### config.mk
export PLATFORM = sky130hd
export DESIGN_NAME = periodic_task_timer_table
export DESIGN_NICKNAME = d
export VERILOG_FILES = /design/src/pttt_pkg.sv /design/src/periodic_task_timer_table.sv /design/src/pttt_ctrl.sv
export SDC_FILE = /design/constraint.sdc
export NUM_CORES = 2
export LEC_CHECK = 0
export ABC_AREA = 1
export BUFFER_PORTS_ARGS = -buffer_cell sky130_fd_sc_hd__buf_4
export CORE_MARGIN = 2
export CORE_UTILIZATION = 45
export CTS_CLUSTER_DIAMETER = 30
export DETAILED_ROUTE_END_ITERATION = 8
export PLACE_DENSITY_LB_ADDON = 0.2
export SLEW_MARGIN = 40
export SYNTH_ARGS = -nofsm -noshare
export SYNTH_HDL_FRONTEND = slang
export SYNTH_SLANG_ARGS = --single-unit
### constraint.sdc
create_clock -name i_clk -period 7.1 [get_ports i_clk]
set_input_delay 1.42 -clock i_clk [delete_from_list [all_inputs] [get_ports i_clk]]
set_output_delay 1.42 -clock i_clk [all_outputs]
set_load 0.03 [all_outputs]
### src/pttt_pkg.sv
// Package for the periodic task timer table: request and result structs,
// request codes, task states, sequencer states, register addresses and the max_interval reset value. No dependencies.
`default_nettype none
package pttt_pkg;

    typedef enum logic [2:0] {
        REQ_TICK    = 3'd0,
        REQ_ADD     = 3'd1,
        REQ_PAUSE   = 3'd2,
        REQ_RESTART = 3'd3,
        REQ_MODIFY  = 3'd4,
        REQ_REMOVE  = 3'd5,
        REQ_QUERY   = 3'd6,
        REQ_BAD     = 3'd7
    } t_req;

    localparam logic [1:0] ST_PAUSED   = 2'd0;
    localparam logic [1:0] ST_PERIODIC = 2'd1;
    localparam logic [1:0] ST_ONESHOT  = 2'd2;
    localparam logic [1:0] ST_NONE     = 2'd3;

    localparam logic [31:0] MAX_IVL_RESET = 32'd225000;

    localparam logic [0:0] ADDR_ENABLE = 1'b0;
    localparam logic [0:0] ADDR_MAXIVL = 1'b1;

    typedef struct packed {
        logic [2:0]  req_type;
        logic [15:0] task_key;
        logic [31:0] interval;
        logic [2:0]  mode;
    } t_in;

    typedef struct packed {
        logic        kind;
        logic [15:0] task_key_res;
        logic        code;
        logic [1:0]  task_state;
        logic        last;
    } t_out;

    typedef enum logic [3:0] {
        S_IDLE,
        S_FIND,
        S_TICK_RD,
        S_TICK_CHK,
        S_SHIFT_RD,
        S_SHIFT_WR,
        S_APPLY,
        S_REPLY,
        S_EMIT,
        S_WAIT
    } t_state;

endpackage
`default_nettype wire

### src/periodic_task_timer_table.sv
// Top level of the periodic task timer table: configuration registers
// and the APB port, around pttt_ctrl. Depends on pttt_pkg and pttt_ctrl.
//
// Usage: a request carries req_type, task_key, interval and mode on the
// input channel (valid/ready). Management requests (add, pause, restart,
// modify, remove, query) give exactly one reply with last set. A tick request
// advances the 32-bit tick counter and gives one result per task that is due,
// the final one marked last; a tick with nothing due gives no result.
// A management request walks the key search and, for remove, the compaction
// that copies each later entry down one slot in a read and a write step. A
// tick visits each entry in a read and a check step, and moves the later
// entries down one slot when a one-shot task leaves. Ready is high only
// while the sequencer is idle, one item at a time.
// Results sit in an output register; when the receiver stalls and a result
// waits to be loaded, the sequencer holds its walk until the register frees.
// Reset (synchronous, active low) clears the tick counter, the entry count,
// enable and max_interval (225000); the entry memory is not cleared and
// needs no clearing pass, since only entries below the count are read.
// Registers: enable at byte address 0, max_interval at byte address 4.
`default_nettype none
module periodic_task_timer_table #(
    parameter int MAX_ENTRIES = 10
) (
    input  wire                  i_clk,
    input  wire                  i_rst_n,
    input  wire                  i_in_valid,
    output logic                 o_in_ready,
    input  wire  pttt_pkg::t_in  i_in_data,
    output logic                 o_out_valid,
    input  wire                  i_out_ready,
    output pttt_pkg::t_out       o_out_data,
    input  wire                  psel,
    input  wire                  penable,
    input  wire                  pwrite,
    input  wire  [2:0]           paddr,
    input  wire  [31:0]          pwdata,
    output logic [31:0]          prdata,
    output logic                 pready
);
    logic        r_enable;
    logic [31:0] r_max_ivl;

    assign pready = 1'b1;

    // Register writes at the access phase.
    always_ff @(posedge i_clk) begin
        if (!i_rst_n) begin
            r_enable  <= 1'b0;
            r_max_ivl <= pttt_pkg::MAX_IVL_RESET;
        end else if (psel && penable && pwrite) begin
            if (paddr[2] == pttt_pkg::ADDR_ENABLE && paddr[1:0] == 2'd0)
                r_enable <= pwdata[0];
            else if (paddr[2] == pttt_pkg::ADDR_MAXIVL && paddr[1:0] == 2'd0)
                r_max_ivl <= pwdata;
        end
    end

    always_comb begin
        if (paddr[2] == pttt_pkg::ADDR_ENABLE) prdata = {31'd0, r_enable};
        else prdata = r_max_ivl;
    end

    pttt_ctrl #(.MAX_ENTRIES(MAX_ENTRIES)) u_ctrl (
        .i_clk          (i_clk),
        .i_rst_n        (i_rst_n),
        .i_enable       (r_enable),
        .i_max_interval (r_max_ivl),
        .i_in_valid     (i_in_valid),
        .o_in_ready     (o_in_ready),
        .i_in           (i_in_data),
        .o_out_valid    (o_out_valid),
        .i_out_ready    (i_out_ready),
        .o_out          (o_out_data)
    );
endmodule
`default_nettype wire

### src/pttt_ctrl.sv
// Sequencer and shared datapath of the periodic task timer table.
// Depends on pttt_pkg. Holds the entry memory and walks it one entry at a time.
`default_nettype none
module pttt_ctrl #(
    parameter int MAX_ENTRIES = 10
) (
    input  wire                 i_clk,
    input  wire                 i_rst_n,
    input  wire                 i_enable,
    input  wire  [31:0]         i_max_interval,
    input  wire                 i_in_valid,
    output logic                o_in_ready,
    input  wire  pttt_pkg::t_in i_in,
    output logic                o_out_valid,
    input  wire                 i_out_ready,
    output pttt_pkg::t_out      o_out
);
    localparam int IW = (MAX_ENTRIES > 1) ? $clog2(MAX_ENTRIES) : 1;
    localparam int CW = $clog2(MAX_ENTRIES + 1);

    // One entry: key, interval, due, state.
    logic [15:0] m_key [MAX_ENTRIES];
    logic [31:0] m_ivl [MAX_ENTRIES];
    logic [31:0] m_due [MAX_ENTRIES];
    logic [1:0]  m_st  [MAX_ENTRIES];

    pttt_pkg::t_state r_state, n_state;
    pttt_pkg::t_in    r_req;
    logic [31:0]      r_tick;
    logic [CW-1:0]    r_cnt;
    logic [CW-1:0]    r_idx;
    logic             r_found;
    logic [15:0]      r_key;
    logic [31:0]      r_ivl, r_due;
    logic [1:0]       r_st;
    pttt_pkg::t_out   r_out;
    logic             r_ovalid;
    logic             r_pend;       // a due result is buffered, not yet marked last
    pttt_pkg::t_out   r_hold;
    logic [CW-1:0]    r_shift_base; // entry count before the removal
    logic [CW-1:0]    r_gap;        // slot freed by the removal

    // Shared adder: tick + interval.
    logic [31:0] w_ivl_cl;
    logic [31:0] w_sum;
    logic [31:0] w_diff;
    logic        w_rd_last;
    logic [IW-1:0] w_a, w_a1;

    assign w_a  = r_idx[IW-1:0];
    assign w_a1 = IW'(r_idx + CW'(1));
    assign w_ivl_cl = (r_req.interval == 32'd0 || r_req.interval > i_max_interval)
                      ? 32'd1 : r_req.interval;
    assign w_diff = r_tick - r_due;
    assign w_rd_last = (r_idx + CW'(1) >= r_cnt);

    always_comb begin
        unique case (pttt_pkg::t_req'(r_req.req_type))
            pttt_pkg::REQ_ADD:
                w_sum = r_tick + (r_req.mode[2] ? 32'd0 : w_ivl_cl);
            pttt_pkg::REQ_MODIFY: w_sum = r_tick + w_ivl_cl;
            default:              w_sum = r_tick + r_ivl;
        endcase
    end

    // Reply fields of a management request.
    logic       w_ok;
    logic [1:0] w_qst;
    always_comb begin
        w_ok  = 1'b0;
        w_qst = pttt_pkg::ST_PAUSED;
        unique case (pttt_pkg::t_req'(r_req.req_type))
            pttt_pkg::REQ_ADD: w_ok = i_enable && (r_cnt < CW'(MAX_ENTRIES));
            pttt_pkg::REQ_PAUSE, pttt_pkg::REQ_RESTART, pttt_pkg::REQ_MODIFY,
            pttt_pkg::REQ_REMOVE: w_ok = r_found;
            pttt_pkg::REQ_QUERY: begin
                w_ok  = r_found;
                w_qst = r_found ? r_st : pttt_pkg::ST_NONE;
            end
            default: ;
        endcase
    end

    logic w_out_free;
    assign w_out_free = !r_ovalid || i_out_ready;
    assign o_in_ready = (r_state == pttt_pkg::S_IDLE);
    assign o_out_valid = r_ovalid;
    assign o_out = r_out;

    logic w_due;
    assign w_due = (r_st != pttt_pkg::ST_PAUSED) && !w_diff[31];

    pttt_pkg::t_out w_hold_last;
    always_comb begin
        w_hold_last      = r_hold;
        w_hold_last.last = 1'b1;
    end

    // The output register is loaded only when it is free.
    logic w_out_load;
    always_comb begin
        unique case (r_state)
            pttt_pkg::S_TICK_CHK: w_out_load = w_due && r_pend && w_out_free;
            pttt_pkg::S_REPLY:    w_out_load = w_out_free;
            pttt_pkg::S_EMIT:     w_out_load = r_pend && w_out_free;
            default:              w_out_load = 1'b0;
        endcase
    end

    always_comb begin
        n_state = r_state;
        unique case (r_state)
            pttt_pkg::S_IDLE:
                if (i_in_valid) begin
                    if (i_in.req_type == pttt_pkg::REQ_TICK) begin
                        n_state = pttt_pkg::S_TICK_RD;
                    end else begin
                        n_state = pttt_pkg::S_FIND;
                    end
                end
            pttt_pkg::S_FIND:
                if (r_found || r_idx >= r_cnt) n_state = pttt_pkg::S_APPLY;
            pttt_pkg::S_APPLY:
                if (r_req.req_type == pttt_pkg::REQ_REMOVE && r_found &&
                        r_idx + CW'(1) < r_cnt) begin
                    n_state = pttt_pkg::S_SHIFT_RD;
                end else begin
                    n_state = pttt_pkg::S_REPLY;
                end
            pttt_pkg::S_TICK_RD:
                if (r_idx >= r_cnt) n_state = pttt_pkg::S_EMIT;
                else n_state = pttt_pkg::S_TICK_CHK;
            pttt_pkg::S_TICK_CHK:
                if (w_due && !w_out_free && r_pend) n_state = pttt_pkg::S_TICK_CHK;
                else if (w_due && r_st == pttt_pkg::ST_ONESHOT && !w_rd_last)
                    n_state = pttt_pkg::S_SHIFT_RD;
                else n_state = pttt_pkg::S_TICK_RD;
            pttt_pkg::S_SHIFT_RD: n_state = pttt_pkg::S_SHIFT_WR;
            pttt_pkg::S_SHIFT_WR:
                if (r_idx + CW'(2) >= r_shift_base) begin
                    n_state = (r_req.req_type == pttt_pkg::REQ_TICK)
                              ? pttt_pkg::S_TICK_RD : pttt_pkg::S_REPLY;
                end else begin
                    n_state = pttt_pkg::S_SHIFT_RD;
                end
            pttt_pkg::S_REPLY:
                if (w_out_free) n_state = pttt_pkg::S_WAIT;
            pttt_pkg::S_EMIT:
                if (!r_pend || w_out_free) n_state = pttt_pkg::S_WAIT;
            pttt_pkg::S_WAIT: n_state = pttt_pkg::S_IDLE;
            default: n_state = pttt_pkg::S_IDLE;
        endcase
    end

    // Shift phase: r_idx is the slot written; the read comes from r_idx+1.
    always_ff @(posedge i_clk) begin
        if (!i_rst_n) begin
            r_state    <= pttt_pkg::S_IDLE;
            r_tick     <= '0;
            r_cnt      <= '0;
            r_ovalid   <= 1'b0;
            r_pend     <= 1'b0;
            r_idx      <= '0;
            r_found    <= 1'b0;
        end else begin
            r_state <= n_state;
            if (w_out_load) r_ovalid <= 1'b1;
            else if (i_out_ready) r_ovalid <= 1'b0;
            unique case (r_state)
                pttt_pkg::S_IDLE:
                    if (i_in_valid) begin
                        r_req   <= i_in;
                        r_idx   <= '0;
                        r_found <= 1'b0;
                        r_pend  <= 1'b0;
                        if (i_in.req_type == pttt_pkg::REQ_TICK) r_tick <= r_tick + 32'd1;
                    end
                pttt_pkg::S_FIND:
                    if (!r_found && r_idx < r_cnt) begin
                        if (i_enable && m_key[w_a] == r_req.task_key) begin
                            r_found <= 1'b1;
                            r_ivl   <= m_ivl[w_a];
                            r_st    <= m_st[w_a];
                        end else begin
                            r_idx <= r_idx + CW'(1);
                        end
                    end
                pttt_pkg::S_APPLY: begin
                    r_hold <= '{kind: 1'b0, task_key_res: r_req.task_key, code: !w_ok,
                                task_state: w_qst, last: 1'b1};
                    unique case (pttt_pkg::t_req'(r_req.req_type))
                        pttt_pkg::REQ_ADD:
                            if (w_ok) begin
                                m_key[r_cnt[IW-1:0]] <= r_req.task_key;
                                m_ivl[r_cnt[IW-1:0]] <= w_ivl_cl;
                                m_st[r_cnt[IW-1:0]]  <= (r_req.mode[1:0] == 2'd3)
                                    ? pttt_pkg::ST_PERIODIC : r_req.mode[1:0];
                                m_due[r_cnt[IW-1:0]] <= w_sum;
                                r_cnt <= r_cnt + CW'(1);
                            end
                        pttt_pkg::REQ_PAUSE:
                            if (r_found) m_st[w_a] <= pttt_pkg::ST_PAUSED;
                        pttt_pkg::REQ_RESTART:
                            if (r_found) begin
                                m_st[w_a]  <= pttt_pkg::ST_PERIODIC;
                                m_due[w_a] <= w_sum;
                            end
                        pttt_pkg::REQ_MODIFY:
                            if (r_found) begin
                                m_ivl[w_a] <= w_ivl_cl;
                                if (r_req.mode[1:0] == pttt_pkg::ST_PERIODIC ||
                                        r_req.mode[1:0] == pttt_pkg::ST_ONESHOT)
                                    m_st[w_a] <= r_req.mode[1:0];
                                m_due[w_a] <= w_sum;
                            end
                        pttt_pkg::REQ_REMOVE:
                            if (r_found) begin
                                r_cnt        <= r_cnt - CW'(1);
                                r_shift_base <= r_cnt;
                                r_gap        <= r_idx;
                            end
                        default: ;
                    endcase
                end
                pttt_pkg::S_TICK_RD:
                    if (r_idx < r_cnt) begin
                        r_key <= m_key[w_a];
                        r_ivl <= m_ivl[w_a];
                        r_due <= m_due[w_a];
                        r_st  <= m_st[w_a];
                    end
                pttt_pkg::S_TICK_CHK:
                    if (!(w_due && !w_out_free && r_pend)) begin
                        if (w_due) begin
                            // Release the previously buffered due result, buffer this one.
                            if (r_pend) r_out <= r_hold;
                            r_hold <= '{kind: 1'b1, task_key_res: r_key, code: 1'b0,
                                        task_state: pttt_pkg::ST_PAUSED, last: 1'b0};
                            r_pend <= 1'b1;
                            if (r_st == pttt_pkg::ST_ONESHOT) begin
                                r_shift_base <= r_cnt;
                                r_gap        <= r_idx;
                                r_cnt        <= r_cnt - CW'(1);
                            end else begin
                                m_due[w_a] <= w_sum;
                                r_idx <= r_idx + CW'(1);
                            end
                        end else begin
                            r_idx <= r_idx + CW'(1);
                        end
                    end
                pttt_pkg::S_SHIFT_RD: begin
                    r_key <= m_key[w_a1];
                    r_ivl <= m_ivl[w_a1];
                    r_due <= m_due[w_a1];
                    r_st  <= m_st[w_a1];
                end
                pttt_pkg::S_SHIFT_WR: begin
                    m_key[w_a] <= r_key;
                    m_ivl[w_a] <= r_ivl;
                    m_due[w_a] <= r_due;
                    m_st[w_a]  <= r_st;
                    if (r_idx + CW'(2) >= r_shift_base) begin
                        // Back to the freed slot: for a tick it holds a new entry now.
                        r_idx <= r_gap;
                    end else begin
                        r_idx <= r_idx + CW'(1);
                    end
                end
                pttt_pkg::S_REPLY:
                    if (w_out_free) r_out <= w_hold_last;
                pttt_pkg::S_EMIT:
                    if (r_pend && w_out_free) begin
                        r_out  <= w_hold_last;
                        r_pend <= 1'b0;
                    end
                default: ;
            endcase
        end
    end

endmodule
`default_nettype wire

* Word level (Yosys, flattened, before mapping) *
Memory sizes are Yosys's and may differ from the RTL's. A register that Yosys moved wholly into a read port is not among the register bits.
Cells that the tools add are included.

word-level totals
  input bits = 96
  output and inout bits = 56
  bits in writable memories = 820
  logic and storage cells = 297
  memories = 4
  register bits = 266

operators by class
  reduce and logical (&&, ||, !) cells = 62
  mux-type cells = 139
  order comparisons = 7
  add/subtract/negate cells = 9
  bitwise logic cells = 9
  equality and inequality tests = 38

memory list
  memory        depth  bits a word  read ports  clocked after memory_dff  write ports  RTL line         RTL
  u_ctrl.m_due  10     32           2           1                         1            pttt_ctrl.sv:24  logic [31:0] m_due [MAX_ENTRIES];
  u_ctrl.m_ivl  10     32           2           1                         1            pttt_ctrl.sv:23  logic [31:0] m_ivl [MAX_ENTRIES];
  u_ctrl.m_key  10     16           2           1                         1            pttt_ctrl.sv:22  logic [15:0] m_key [MAX_ENTRIES];
  u_ctrl.m_st   10     2            2           1                         1            pttt_ctrl.sv:25  logic [1:0] m_st [MAX_ENTRIES];

operator list
  kind                                            count
  2-to-1 mux 32 bit                               13
  2-to-1 mux 4 bit                                41
  2-to-1 mux 21 bit                               7
  one-hot mux 32 bit (2 select lines)             2
  adder 32 bit                                    3
  one-hot mux 32 bit (3 select lines)             1
  OR reduction 32 bit                             2
  one-hot mux 21 bit (3 select lines)             1
  2-to-1 mux 1 bit                                45
  one-hot mux 21 bit (2 select lines)             1
  one-hot mux 4 bit (9 select lines)              1
  adder 32 x 1 -> 32 bit (second input constant)  1
  > comparator 32 bit                             1
  zero test 32 bit                                1
  2-to-1 mux 16 bit                               2
  one-hot mux 16 bit (2 select lines)             1
  one-hot mux 4 bit (2 select lines)              4
  subtractor 32 bit                               1
  2-to-1 mux 2 bit                                12
  != test 2 x 1 -> 1 bit (second input constant)  12
  AND reduction 7 bit                             3
  logical AND 1 bit                               17
  == test 16 bit                                  1
  == test 4 x 3 -> 1 bit (second input constant)  4
  other kinds (40)                                87

* Longest topological paths before layout *
  depth after elaboration = 13
  mapped depth = 32
  depth with buffers taken out = 31

* Modules after synthesis *
Synthesis repeated with hierarchy kept, for this count alone.

second synthesis, totals
  cell total of the unflattened synthesis = 6129
  area, all modules = 56481.7 um^2

modules (own cells, without submodules)
  module                     sequential area each (um^2)  cells an instance  times used  area each (um^2)
  pttt_ctrl                  31230.0                      5860               1           54798.8
  periodic_task_timer_table  660.6                        269                1           1682.9

* Least setup slack after synthesis *
Ideal clock, no wire load.

  path kind = input to register
  start = input i_rst_n
  end = register u_ctrl.r_req[0] in the netlist's numbering (enable)
  data arrival time = 4.479 ns
  setup slack = 2.155 ns
  stages = 5
  path buffers = 3
  path through = clkbuf_1 > inv_1 > clkbuf_1 > buf_1 > nor2_1

on the way
  word-level cells in the longest chain between the ends = 1

ends and longest elaborated chain
  item                                  RTL line                         RTL
  from (decl)                           periodic_task_timer_table.sv:25  input wire i_rst_n,
  AND reduction 3 bit (no source line)  -
  to (signal assigned)                  pttt_ctrl.sv:172                 r_req <= i_in;
  to (decl)                             pttt_ctrl.sv:28                  pttt_pkg::t_in r_req;

Every way passes these cells.
A chain may end at the register's enable or synchronous reset.

* Worst setup path after layout *
  start = register u_ctrl.r_req[34] in the netlist's numbering
  end = memory u_ctrl.m_due[4][30] (data pin)

on the way
  word-level cells in the longest chain between the ends = 10
  elaborated cells on any way between the ends = 12
  classes of those cells = add/sub (2); order compare (1); mux (7); reduce/logical (2)

ends and longest elaborated chain
  item                                                     RTL line         RTL
  > comparator 32 bit or zero test 32 bit (tied branches)  pttt_ctrl.sv:52  assign w_ivl_cl = (r_req.interval == 32'd0 || r_req.interval > i_max_interval)
  logical OR 1 bit *                                       pttt_ctrl.sv:52
  2-to-1 mux 32 bit *                                      pttt_ctrl.sv:53  ? 32'd1 : r_req.interval;
  2-to-1 mux 32 bit                                        pttt_ctrl.sv:60  w_sum = r_tick + (r_req.mode[2] ? 32'd0 : w_ivl_cl);
  adder 32 bit                                             pttt_ctrl.sv:60
  one-hot mux 32 bit (2 select lines) *                    pttt_ctrl.sv:58  unique case (pttt_pkg::t_req'(r_req.req_type))
  2-to-1 mux 32 bit (no source line) (3 in a row)          -
  2-to-1 mux 32 bit (no source line) *                     -
  to (decl)                                                pttt_ctrl.sv:24

Mark *: on every way between the ends. The rest lies on a longest branch, timed or not.

==> key figures <==
Status
  – Status: finished clean

Route
  – WL per Instance: 22.55 um
  – Final ANT Viol Nets: 0
  – Vias per Instance: 5.857
  – Drt first-iter violations: 5319
  – Detailed Routing Iterations Pass 1: 8
  – DRC Markers: 0
  – Via count: about 47000
  – WL final: roughly 180000 um

Global routing
  – GR Overflow Total: 0
  – GR Util All Layers: between 20% and 30%
  – Vias in the first global route: 44090
  – Largest net degree at the start of global routing: 194
  – First-pass GRT wire length: between 200000 and 300000 um
  – Initial antenna violation count: 8

Timing
  – Tcrit/Tclk final: 76.35%
  – Worst Slack Setup Final: between 1500 and 2000 ps
  – Slew @ Worst Pin: slightly above 1000 ps
  – Setup violations, final: 0
  – Final slew viol count: 0
  – Worst slew margin: 31.49%
  – Hold Fails Final Rpt: 0
  – Worst Clk Skew: 42.50 ps
  – Post-Route Setup TNS: 0 ps
  – RSZ-0062 raised after global routing: false
  – Crit path time final: 5421 ps
  – Max Freq: 184.5 MHz

Synthesis
  – Syn Inst Count: 6029
  – Number of library cell types mapped by synthesis: 61
  – Ys async rst share: 0%
  – Ys flop type: edfxtp_1
  – Syn nets: 6238
  – Sequential share of the synthesized area: 56.88%
  – Count leader, synth: o21ai_0
  – Post-synthesis register bit count: 1090
  – Synthesized area per cell: 9.300 sq um
  – Post-synth top area share: a little over half
  – Largest cells by area after synthesis: edfxtp_1 (54%), o21ai_0 (9.1%), a21oi_1 (5.2%)
  – Cell taking the most area after synthesis: edfxtp_1
  – Most frequent cells after synthesis: o21ai_0 (1014), edfxtp_1 (1006), nand2_1 (731), inv_1 (723), a21oi_1 (587)
  – Number of synthesized flops with an enable pin: 1006
  – Yosys Warn Count: 0
  – Synthesized area: roughly 56000 sq um

Clock tree
  – Max H-tree Level: 4
  – Deepest clock path buffer count: 3
  – Post-CTS Setup Bufs: 0
  – Root cell of the clock tree: clkbuf_16
  – TritonCTS clock tree: built
  – # resized after CTS: 0
  – Clock Sinks: 1090
  – Hold buffer count at CTS: 0
  – Reg clk slew, reported paths: 50 ps
  – Clock latency on the worst-skew pair: between 800 and 900 ps
  – Number of CTS-inserted buffers: 237

Die
  – Initial Util: 45.35%
  – Chip width: around 360 um
  – Die Y: 357.0 um
  – Total die area: 127400 sq um
  – I/O pin total: 152
  – CORE AREA: 123600 sq um
  – Rows: 129

Setup path
  – CP Capture Type: flop
  – Arrival time worst endpoint: 5930 ps
  – Critical path startpoint category: flop
  – Worst Path Required: ~7600 ps
  – CP Max Fanout: 14
  – Critical path class: reg2reg

Placement
  – Area after DPL: 58980 sq um
  – RD Place Congestion: 0.9062
  – DP HPWL: 108000 um
  – Input/output buffers: 150
  – Place WS: 1751 ps

Power
  – Lkg Pwr: 25.88 nW
  – VDD IR-drop max: 0.3151 mV
  – Pwr Density: 395.4 nW/um^2

Hold path
  – Min-delay worst type: reg2reg

Flow run
  – Max-cap viol count: 0

Layout
  – Area Growth Syn to Fin: 20.48%
  – Cell area after layout: between 60000 and 70000 sq um
  – Final net count: 6344
  – Layout cells sized above 1: 12.19%
flip-flops by register name, summed over array words and instances, names as in the netlist, 16 cells and up, named ones only:
register / cells
u_ctrl.r_due: 32
u_ctrl.m_ivl: 320
u_ctrl.m_st: 20
u_ctrl.r_key: 16
u_ctrl.o_out: 21
u_ctrl.r_req: 54
u_ctrl.m_key: 160
r_max_ivl: 32
u_ctrl.r_ivl: 32
u_ctrl.r_hold: 21
u_ctrl.r_tick: 32
u_ctrl.m_due: 320
cell usage in the layout (no fill, tap or decap), types with 43 or more instances in the layout:
cell | netlist | final
edfxtp_1 | 1006 | 1006
o21ai_0 | 1014 | 947
nand2_1 | 731 | 730
inv_1 | 723 | 718
a21oi_1 | 587 | 586
nand3_1 | 432 | 432
nor2_1 | 369 | 339
o211ai_1 | 273 | 273
clkbuf_16 | 0 | 241
buf_4 | 5 | 228
o21ai_1 | 84 | 148
ha_1 | 112 | 111
dfxtp_1 | 84 | 79
clkinv_2 | 1 | 52
bufinv_16 | 0 | 43
metrics by stage:
step	total power, mW	std cells	util [%]	hold WS, ps
finish	26.71	7982	54.64	414.3
global route	27.89	7979	54.63	424.3
CTS	26.64	7975	54.56	413.6
detailed placement	15.12	7529	47.70	404.5
global placement	15.01	7515	47.42	405.0
floorplan	12.88	6029	-	400.3
where the power goes:
group / total (mW) / switching [mW] / internal (mW)
clock network: 11.5 / 3.67 / 7.84
logic: 7.15 / 5.12 / 2.03
registers: 8.05 / 0.250 / 7.80
total: 26.7 / 9.04 / 17.7
path summary, 6_finish.rpt:
path / cells after the start / from / slack, ps / to
min reg2reg: 0 / u_ctrl.r_hold[16]$_DFFE_PP_ / 410 / u_ctrl.o_out[16]$_DFFE_PP_
max: 26 / u_ctrl.r_req[34]$_DFFE_PP_ / 1680 / u_ctrl.m_due[4][30]$_DFFE_PP_
max reg2reg: 26 / u_ctrl.r_req[34]$_DFFE_PP_ / 1680 / u_ctrl.m_due[4][30]$_DFFE_PP_
min: 0 / u_ctrl.r_hold[16]$_DFFE_PP_ / 410 / u_ctrl.o_out[16]$_DFFE_PP_
worst max-delay path, cell delays in order, from the launching register on:
cell and delay [ps]:
edfxtp_1 430, ha_1 320, nand2_1 80, nor2_1 150, nand4_1 140, nor3_1 240
nand2_1 80, nor2_1 120, nand2_1 60, nand3_1 70, nand2_1 80, nand2_1 490
buf_4 330, nor2_1 80, nand2_1 70, o21ai_0 150, ha_1 420, nand2_1 130
nor4_1 420, nand3_1 120, nand3_1 160, nand2_1 70, o211ai_1 130, nand2_1 120
nand4_1 90, nand3_1 90, o21ai_1 420
area by class of cell:
class                   count  area [sq um]
fillers                 10732         56080
flip-flops and latches   1090         31910
multi-input cells        3807         20000
clock buffers             274          6254
inverters                 738          2816
repair buffers            261          2290
clock inverters           172          2228
well taps                1637          2048
diodes                      3         7.507
metal layers:
layer	track usage (%)	part of all wire (%)
met5	0	0.031
met4	9.756	3.0
met3	5.801	10
met2	43.31	45
met1	38.25	42
cell families (layout without fill, tap and decap cells):
family	after synthesis	after routing	share of synthesized area, %
compound gates	2023	2023	19.60
xor+xnor	29	29	0.4530
fa+ha+maj	113	113	2.535
buf+inv	1132	1445	7.931
flops	1090	1090	56.88
mux	1	1	0.01785
other cells	1	4	0.006688
simple gates	1640	1640	12.58
No activity file was read; power rests on OpenSTA's default activity.
